<file path="src/design/occp_pkg.sv">
// Shared types and constants for the operator console command parser.
package occp_pkg;

    // Widths of the buffered argument state, addresses and characters.
    localparam int unsigned OCTAL_W = 31;
    localparam int unsigned COUNT_W = 8;
    localparam int unsigned ADDR_W  = 16;
    localparam int unsigned CHAR_W  = 8;

    // Stream payload widths, padded to whole bytes.
    localparam int unsigned S_DATA_W = 16;
    localparam int unsigned M_DATA_W = 48;

    // Console characters with a meaning of their own.
    localparam logic [CHAR_W-1:0] CH_NL       = 8'd10;
    localparam logic [CHAR_W-1:0] CH_ESC      = 8'd27;
    localparam logic [CHAR_W-1:0] CH_SPACE    = 8'h20;
    localparam logic [CHAR_W-1:0] CH_BANG     = 8'h21;
    localparam logic [CHAR_W-1:0] CH_HASH     = 8'h23;
    localparam logic [CHAR_W-1:0] CH_DOLLAR   = 8'h24;
    localparam logic [CHAR_W-1:0] CH_AMP      = 8'h26;
    localparam logic [CHAR_W-1:0] CH_STAR     = 8'h2A;
    localparam logic [CHAR_W-1:0] CH_DOT      = 8'h2E;
    localparam logic [CHAR_W-1:0] CH_SLASH    = 8'h2F;
    localparam logic [CHAR_W-1:0] CH_ZERO     = 8'h30;
    localparam logic [CHAR_W-1:0] CH_SEVEN    = 8'h37;
    localparam logic [CHAR_W-1:0] CH_LT       = 8'h3C;
    localparam logic [CHAR_W-1:0] CH_QUESTION = 8'h3F;
    localparam logic [CHAR_W-1:0] CH_AT       = 8'h40;
    localparam logic [CHAR_W-1:0] CH_A        = 8'h41;
    localparam logic [CHAR_W-1:0] CH_Y        = 8'h59;
    localparam logic [CHAR_W-1:0] CH_Z        = 8'h5A;

    // Largest value that still fits a breakpoint address.
    localparam logic [ADDR_W-1:0] ADDR_ALL_ONES = 16'hFFFF;

    // Mode request codes.
    typedef enum logic [1:0] {
        MODE_NONE  = 2'd0,
        MODE_BREAK = 2'd1,
        MODE_RUN   = 2'd2
    } t_mode;

    // Buffered argument held between characters.
    typedef struct packed {
        logic [OCTAL_W-1:0] octal_value;
        logic [COUNT_W-1:0] char_count;
        logic               letter_seen;
        logic               too_large;
    } t_buf_state;

    // One result item.
    typedef struct packed {
        logic              echo_valid;
        logic [CHAR_W-1:0] echo_char;
        logic              breakpoint_set;
        logic [ADDR_W-1:0] breakpoint_addr;
        logic              pc_load;
        logic [ADDR_W-1:0] pc_value;
        t_mode             mode_request;
    } t_result;

endpackage

</file>
<file path="src/design/occp_decode.sv">
// Character classifier and argument buffer update for one console character.
module occp_decode import occp_pkg::*; #(
    parameter int unsigned BUFFER_CHARS = 255
) (
    input  logic [CHAR_W-1:0] i_char,
    input  logic              i_stopped,
    input  t_buf_state        i_state,
    output t_buf_state        o_state,
    output t_result           o_result
);

    localparam logic [COUNT_W-1:0] COUNT_MAX = COUNT_W'(BUFFER_CHARS);

    logic                 is_digit;
    logic                 is_letter;
    logic                 is_clear;
    logic                 is_echo_only;
    logic                 buf_room;
    logic                 arg_valid;
    logic                 buf_empty;
    logic [OCTAL_W+2:0]   shifted;

    // Classify the character.
    assign is_digit     = (i_char >= CH_ZERO) && (i_char <= CH_SEVEN);
    assign is_letter    = (i_char >= CH_A) && (i_char <= CH_Y);
    assign is_clear     = (i_char == CH_AT) || (i_char == CH_SPACE) || (i_char == CH_NL);
    assign is_echo_only = (i_char == CH_LT) || (i_char == CH_SLASH) ||
                          (i_char == CH_STAR) || (i_char == CH_AMP) ||
                          (i_char == CH_DOLLAR) || (i_char == CH_Z) ||
                          (i_char == CH_HASH);

    assign buf_room  = i_state.char_count < COUNT_MAX;
    assign arg_valid = !i_state.letter_seen && !i_state.too_large;
    assign buf_empty = i_state.char_count == '0;

    // Accumulator shifted by one octal digit, with the new digit added.
    assign shifted = {i_state.octal_value, 3'b000} + (OCTAL_W+3)'(i_char[2:0]);

    // Next buffer state and result.
    always_comb begin
        o_state  = i_state;
        o_result = '0;
        o_result.echo_valid   = 1'b1;
        o_result.echo_char    = i_char;
        o_result.mode_request = MODE_NONE;

        if (is_digit || is_letter) begin
            if (buf_room) begin
                o_state.char_count = i_state.char_count + COUNT_W'(1);
                if (is_digit) begin
                    if (!i_state.too_large) begin
                        // Anything above 31 bits marks the argument too large.
                        if (shifted[OCTAL_W+2:OCTAL_W] != 3'b000) begin
                            o_state.too_large = 1'b1;
                        end else begin
                            o_state.octal_value = shifted[OCTAL_W-1:0];
                        end
                    end
                end else begin
                    o_state.letter_seen = 1'b1;
                end
            end
        end else if (is_clear) begin
            o_state = '0;
        end else if (is_echo_only) begin
            o_state = i_state;
        end else if (i_char == CH_DOT) begin
            // A breakpoint needs a valid, non-empty argument below 64K.
            if (!buf_empty && arg_valid &&
                (i_state.octal_value[OCTAL_W-1:ADDR_W] == '0)) begin
                o_result.breakpoint_set  = 1'b1;
                o_result.breakpoint_addr = i_state.octal_value[ADDR_W-1:0];
                o_result.mode_request    = MODE_BREAK;
            end
            o_state = '0;
        end else if (i_char == CH_BANG) begin
            if (i_stopped) begin
                if (!buf_empty) begin
                    o_result.pc_load  = 1'b1;
                    o_result.pc_value = arg_valid ? i_state.octal_value[ADDR_W-1:0]
                                                  : ADDR_ALL_ONES;
                end
                o_result.mode_request = MODE_RUN;
            end else begin
                o_result.echo_char = CH_QUESTION;
            end
        end else if (i_char == CH_ESC) begin
            o_result.echo_valid = 1'b0;
            o_result.echo_char  = '0;
        end else begin
            o_result.echo_char = CH_QUESTION;
        end
    end

endmodule

</file>
<file path="src/design/operator_console_command_parser.sv">
// Top level of the operator console command parser: stream ports and registers.
//
// Usage: each transfer on the slave stream carries one console character and
// the CPU stop flag. Each accepted character yields exactly one result on the
// master stream: the echo (or none for ESC, '?' for errors), a breakpoint
// address with a breakpoint-mode request on '.' after a valid argument, and a
// run request, with a PC load if an argument is held, on '!' while the CPU is
// stopped. Octal digits and letters are kept in an argument buffer between
// characters. An accepted character waits in the input register until the
// result register can take its result; the decode step then works on it and
// its result is registered. Throughput is one character per cycle while the
// receiver does not stall, set by the single decode step between the input
// and result registers that also updates the argument buffer.
// Reset clears the valid flags of both stream registers and the argument buffer.
// When the receiver stalls, the result stays in the output register and one
// more character is held in the input register; only then does o_s_tready
// drop, and it rises again in the cycle the receiver takes the result.
module operator_console_command_parser import occp_pkg::*; #(
    parameter int unsigned BUFFER_CHARS = 255
) (
    input  logic                i_clk,
    input  logic                i_rst_n,
    input  logic                i_s_tvalid,
    output logic                o_s_tready,
    // Bits from the lowest: char_in[7:0], cpu_halted[8], zero[15:9].
    input  logic [S_DATA_W-1:0] i_s_tdata,
    output logic                o_m_tvalid,
    input  logic                i_m_tready,
    // Bits from the lowest: echo_valid[0], echo_char[8:1], breakpoint_set[9],
    // breakpoint_addr[25:10], pc_load[26], pc_value[42:27],
    // mode_request[44:43], zero[47:45].
    output logic [M_DATA_W-1:0] o_m_tdata
);

    logic              r_in_valid;
    logic [CHAR_W-1:0] r_in_char;
    logic              r_in_stopped;
    logic              r_out_valid;
    t_result           r_out;
    t_buf_state        r_buf;
    t_buf_state        n_buf;
    t_result           n_out;
    logic              step;

    // Decode the held character whenever the result register can take it.
    assign step       = r_in_valid && (!r_out_valid || i_m_tready);
    assign o_s_tready = !r_in_valid || step;

    occp_decode #(
        .BUFFER_CHARS (BUFFER_CHARS)
    ) u_decode (
        .i_char    (r_in_char),
        .i_stopped (r_in_stopped),
        .i_state   (r_buf),
        .o_state   (n_buf),
        .o_result  (n_out)
    );

    // Input register.
    always_ff @(posedge i_clk) begin
        if (!i_rst_n) begin
            r_in_valid <= 1'b0;
        end else if (o_s_tready) begin
            r_in_valid <= i_s_tvalid;
        end
    end

    always_ff @(posedge i_clk) begin
        if (o_s_tready && i_s_tvalid) begin
            r_in_char    <= i_s_tdata[CHAR_W-1:0];
            r_in_stopped <= i_s_tdata[CHAR_W];
        end
    end

    // Argument buffer.
    always_ff @(posedge i_clk) begin
        if (!i_rst_n) begin
            r_buf <= '0;
        end else if (step) begin
            r_buf <= n_buf;
        end
    end

    // Result register.
    always_ff @(posedge i_clk) begin
        if (!i_rst_n) begin
            r_out_valid <= 1'b0;
        end else if (step) begin
            r_out_valid <= 1'b1;
        end else if (i_m_tready) begin
            r_out_valid <= 1'b0;
        end
    end

    always_ff @(posedge i_clk) begin
        if (step) begin
            r_out <= n_out;
        end
    end

    assign o_m_tvalid = r_out_valid;
    assign o_m_tdata  = {3'b000, r_out.mode_request, r_out.pc_value, r_out.pc_load,
                         r_out.breakpoint_addr, r_out.breakpoint_set,
                         r_out.echo_char, r_out.echo_valid};

`ifndef SYNTHESIS
    a_count_bound: assert property (@(posedge i_clk) disable iff (!i_rst_n)
        r_buf.char_count <= COUNT_W'(BUFFER_CHARS))
        else $error("argument buffer count above its limit");

    a_letter_counted: assert property (@(posedge i_clk) disable iff (!i_rst_n)
        r_buf.letter_seen |-> (r_buf.char_count != '0))
        else $error("letter flag set with an empty buffer");

    a_large_counted: assert property (@(posedge i_clk) disable iff (!i_rst_n)
        r_buf.too_large |-> (r_buf.char_count != '0))
        else $error("overflow flag set with an empty buffer");

    a_bp_mode: assert property (@(posedge i_clk) disable iff (!i_rst_n)
        r_out_valid |-> (r_out.breakpoint_set == (r_out.mode_request == MODE_BREAK)))
        else $error("breakpoint set and breakpoint-mode request disagree");

    a_pc_mode: assert property (@(posedge i_clk) disable iff (!i_rst_n)
        (r_out_valid && r_out.pc_load) |-> (r_out.mode_request == MODE_RUN))
        else $error("PC load without a run request");

    a_no_loss: assert property (@(posedge i_clk) disable iff (!i_rst_n)
        (r_out_valid && !i_m_tready) |=> (r_out_valid && $stable(r_out)))
        else $error("stalled result changed or lost");
`endif

endmodule

</file>
<file path="config.mk">
export PLATFORM = sky130hd
export DESIGN_NAME = operator_console_command_parser
export DESIGN_NICKNAME = d
export VERILOG_FILES = /design/src/design/occp_pkg.sv /design/src/design/occp_decode.sv /design/src/design/operator_console_command_parser.sv
export SDC_FILE = /design/constraint.sdc
export NUM_CORES = 1
export LEC_CHECK = 0
export BUFFER_PORTS_ARGS = -buffer_cell sky130_fd_sc_hd__buf_2
export CAP_MARGIN = 20
export CELL_PAD_IN_SITES_DETAIL_PLACEMENT = 0
export CELL_PAD_IN_SITES_GLOBAL_PLACEMENT = 1
export CORE_UTILIZATION = 30
export DETAILED_ROUTE_END_ITERATION = 6
export GPL_ROUTABILITY_DRIVEN = 0
export PLACE_DENSITY = 0.55
export SKIP_CTS_REPAIR_TIMING = 1
export SLEW_MARGIN = 30
export SYNTH_ARGS = -nofsm -noshare
export SYNTH_HDL_FRONTEND = slang
export SYNTH_SLANG_ARGS = --single-unit
</file>
<file path="constraint.sdc">
create_clock -name i_clk -period 6.82 [get_ports i_clk]
set_clock_uncertainty 0.15 [all_clocks]
set_input_delay 1.705 -clock i_clk [delete_from_list [all_inputs] [get_ports i_clk]]
set_output_delay 1.705 -clock i_clk [all_outputs]
set_load 0.05 [all_outputs]
</file>
==> results.md <==
- Met2 Resource Use GR: 18.5%
- Worst R2R Setup Slack: 3.92 ns
- #FFs+latches synth: 97
- Prevailing post-synth register cell: edfxtp_1
- Pins Over Slew Limit: 0
- Pin count of the biggest net entering global routing: 48
- Worst-skew pair later-pin latency: 0.35 ns
- Peak VDD IR: 0.000121 V
- Grt peak-use layer: met2
- TritonCTS Buffers: 9
- Final wirelength: 8550 um
- TritonRoute pass-1 iters: 4
- Die area: 15200 um^2
- Antenna cells: 0
- Vias per cell: 4.63
- Yosys top cell area share: 36.8%
- Library cells used by synthesis: 56
- Max Clk Rate: 239 MHz
- Crit path max fanout: 4
- Fillers: 1418
- PD cells: 244 nW/um^2
- Final min period: 4.18 ns
- Number of global-route vias before repair: 2708
- Multi-input gate area: 1620 um^2
- Top-Level Pins: 70
- CTS tree: built
- Number of remaining DRC errors: 0
- R2r worst-path depth: 6
- IO Port Bufs: 59
- Leading area contributor after synthesis: edfxtp_1
- Clock Path Buffers: 2
- Seq/Total Area, Yosys: 56.3%
- Tot GR Track Use: 12.1%
- Final Hold Fails: 0
- Final Setup Violations: 0
- Sum Neg Setup Slack: 0 ns
- Post-layout util: 35.7%
- Routed vias: 2883
- Met1 GRT Util: 16.1%
- Syn Std Cell Area: 4410 um^2
- Max_cap viols: 0
- Initial Util: 31.3%
- Die width: 123 um
- DR WL/cell: 13.7 um
- Most common cell after layout, fill and taps aside: nand2_1
- HPWL Detailed: 5580 um
- RSZ-0062 raised after global routing: no
- Nets: 460
- Ranking of synthesized cells by area: edfxtp_1 (37%), dfxtp_1 (20%), mux2i_1 (7.7%), nand2_1 (6.0%), o21a_1 (2.7%)
- Worst Setup End Kind: output pin
- Layout Cells excl Fill: 623
- Worst Hold End: r_buf[39]
- EDFF count, synth: 54
- Initial DRC Count: 159
- GR Layer Usage met3: 2.63%
- Worst Hold Depth: 2
- Setup CP Type: primary input to output pin
- Rows: 43
- Synthesis Warnings: 0
- FFs w/ async S/R, synth: 0%
- Post-Place Cells: 606
- Fraction of layout cells with a size suffix above 1: 23.5%
- Hold WC Path Type: flip-flop to flip-flop
- ANT nets after route: 0
- P_leak: 1.76 nW
- Commonest cells after routing, fill and taps aside: nand2_1 (71), buf_2 (59), edfxtp_1 (54)
- H-tree depth: 3
- Critical Path Source Type: primary input
- Global route overflow: 0
- Worst-margin pin slew: 0.830 ns
- Synth Instances: 384
- RR Startpoint: r_in_char[2]
- Layout area overhead: 14.1%
- CP Data Required Time: 4.97 ns
- Die H: 123 um
- Final Cycle Share: 61.3%
- Worst path arrival time: 2.33 ns
- Slew margin rel.: 44.7%
- Clock root cell: clkbuf_16
- Register area: 2480 um^2
- Global-route wire length before repair: 13900 um
- Outcome: finished clean
- Core footprint: 14100 um^2
- Clock Sinks: 97
- Hold_sp: r_buf[39]
- Synthesized area per cell: 11.5 um^2
- Initial antenna violation count: 0
- Clk slew on worst S/H paths: 0.07 ns
- R2R Path End: r_buf[26]
cell families (layout without fill, tap and decap cells):
kind of cell	count (synthesis)	count (layout)	share of synthesized area [%]
mux	34	34	7.72
other cells	1	4	0.0851
simple gates	157	157	18.0
flops	97	97	56.3
compound gates	51	51	9.62
xor+xnor	2	2	0.397
fa+ha+maj	2	2	0.568
buf+inv	40	96	7.32
per-layer routing:
layer,vias up,part of all wire [%]
met5,-,0
met4,0,2.1
met3,12,3.5
met2,55,45
met1,1356,50
li1,1460,-
through the flow:
stage                     setup WS (ns)  total power, mW  hold WS (ns)  cell area, um^2
after detailed placement           2.14            0.750         0.307             4720
after global routing               2.60             1.28         0.343             5030
after global placement             2.23            0.748         0.298             4720
after floorplan                    2.75            0.733         0.284             4420
final                              2.64             1.23         0.312             5030
after CTS                          2.52             1.24         0.317             5000
critical path, stage by stage:
cell	delay [ns]
buf_2	0.10
nor2b_1	0.20
nand2_1	0.10
buf_2	0.22
state kept, by name (all words and copies together), names as in the netlist:
name and flops:
o_m_tdata 45, o_m_tvalid 1, r_buf 41, r_in_char 8
r_in_stopped 1, r_in_valid 1
area by class of cell:
cell class / count / area share, %
repair buffers: 65 / 7.12
inverters: 15 / 1.12
clock buffers: 9 / 4.48
flip-flops and latches: 97 / 49.4
clock inverters: 7 / 1.22
multi-input cells: 250 / 32.2
well taps: 180 / 4.48
how the worst max path moves through the flow:
stage          startpoint    endpoint  slack (ns)  depth (start not counted)
6_report       i_m_tready  o_s_tready        2.64                          4
5_1_grt        i_m_tready  o_s_tready        2.60                          4
4_1_cts        i_m_tready   r_buf[35]        2.52                          8
3_5_place_dp   i_m_tready   r_buf[20]        2.14                          8
3_3_place_gp   i_m_tready   r_buf[20]        2.23                          8
2_1_floorplan  i_m_tready  o_s_tready        2.75                          2
report_power, final:
part / switching, mW / leakage, nW / internal, mW
Sequential: 0.00999 / 0.845 / 0.630
Combinational: 0.0723 / 0.771 / 0.0226
Clock: 0.237 / 0.140 / 0.255
cells in the mapped netlist, drive strengths merged (5+ instances only):
cell     n
and2    20
clkbuf  10
a21oi   12
dfxtp   43
nor4     5
nand2   71
inv     15
buf     13
or2      5
o21a    16
nand3   10
o221a    5
edfxtp  54
mux2i   34
nor2    17
nor3     9
Power figures use the tool's default switching activity.
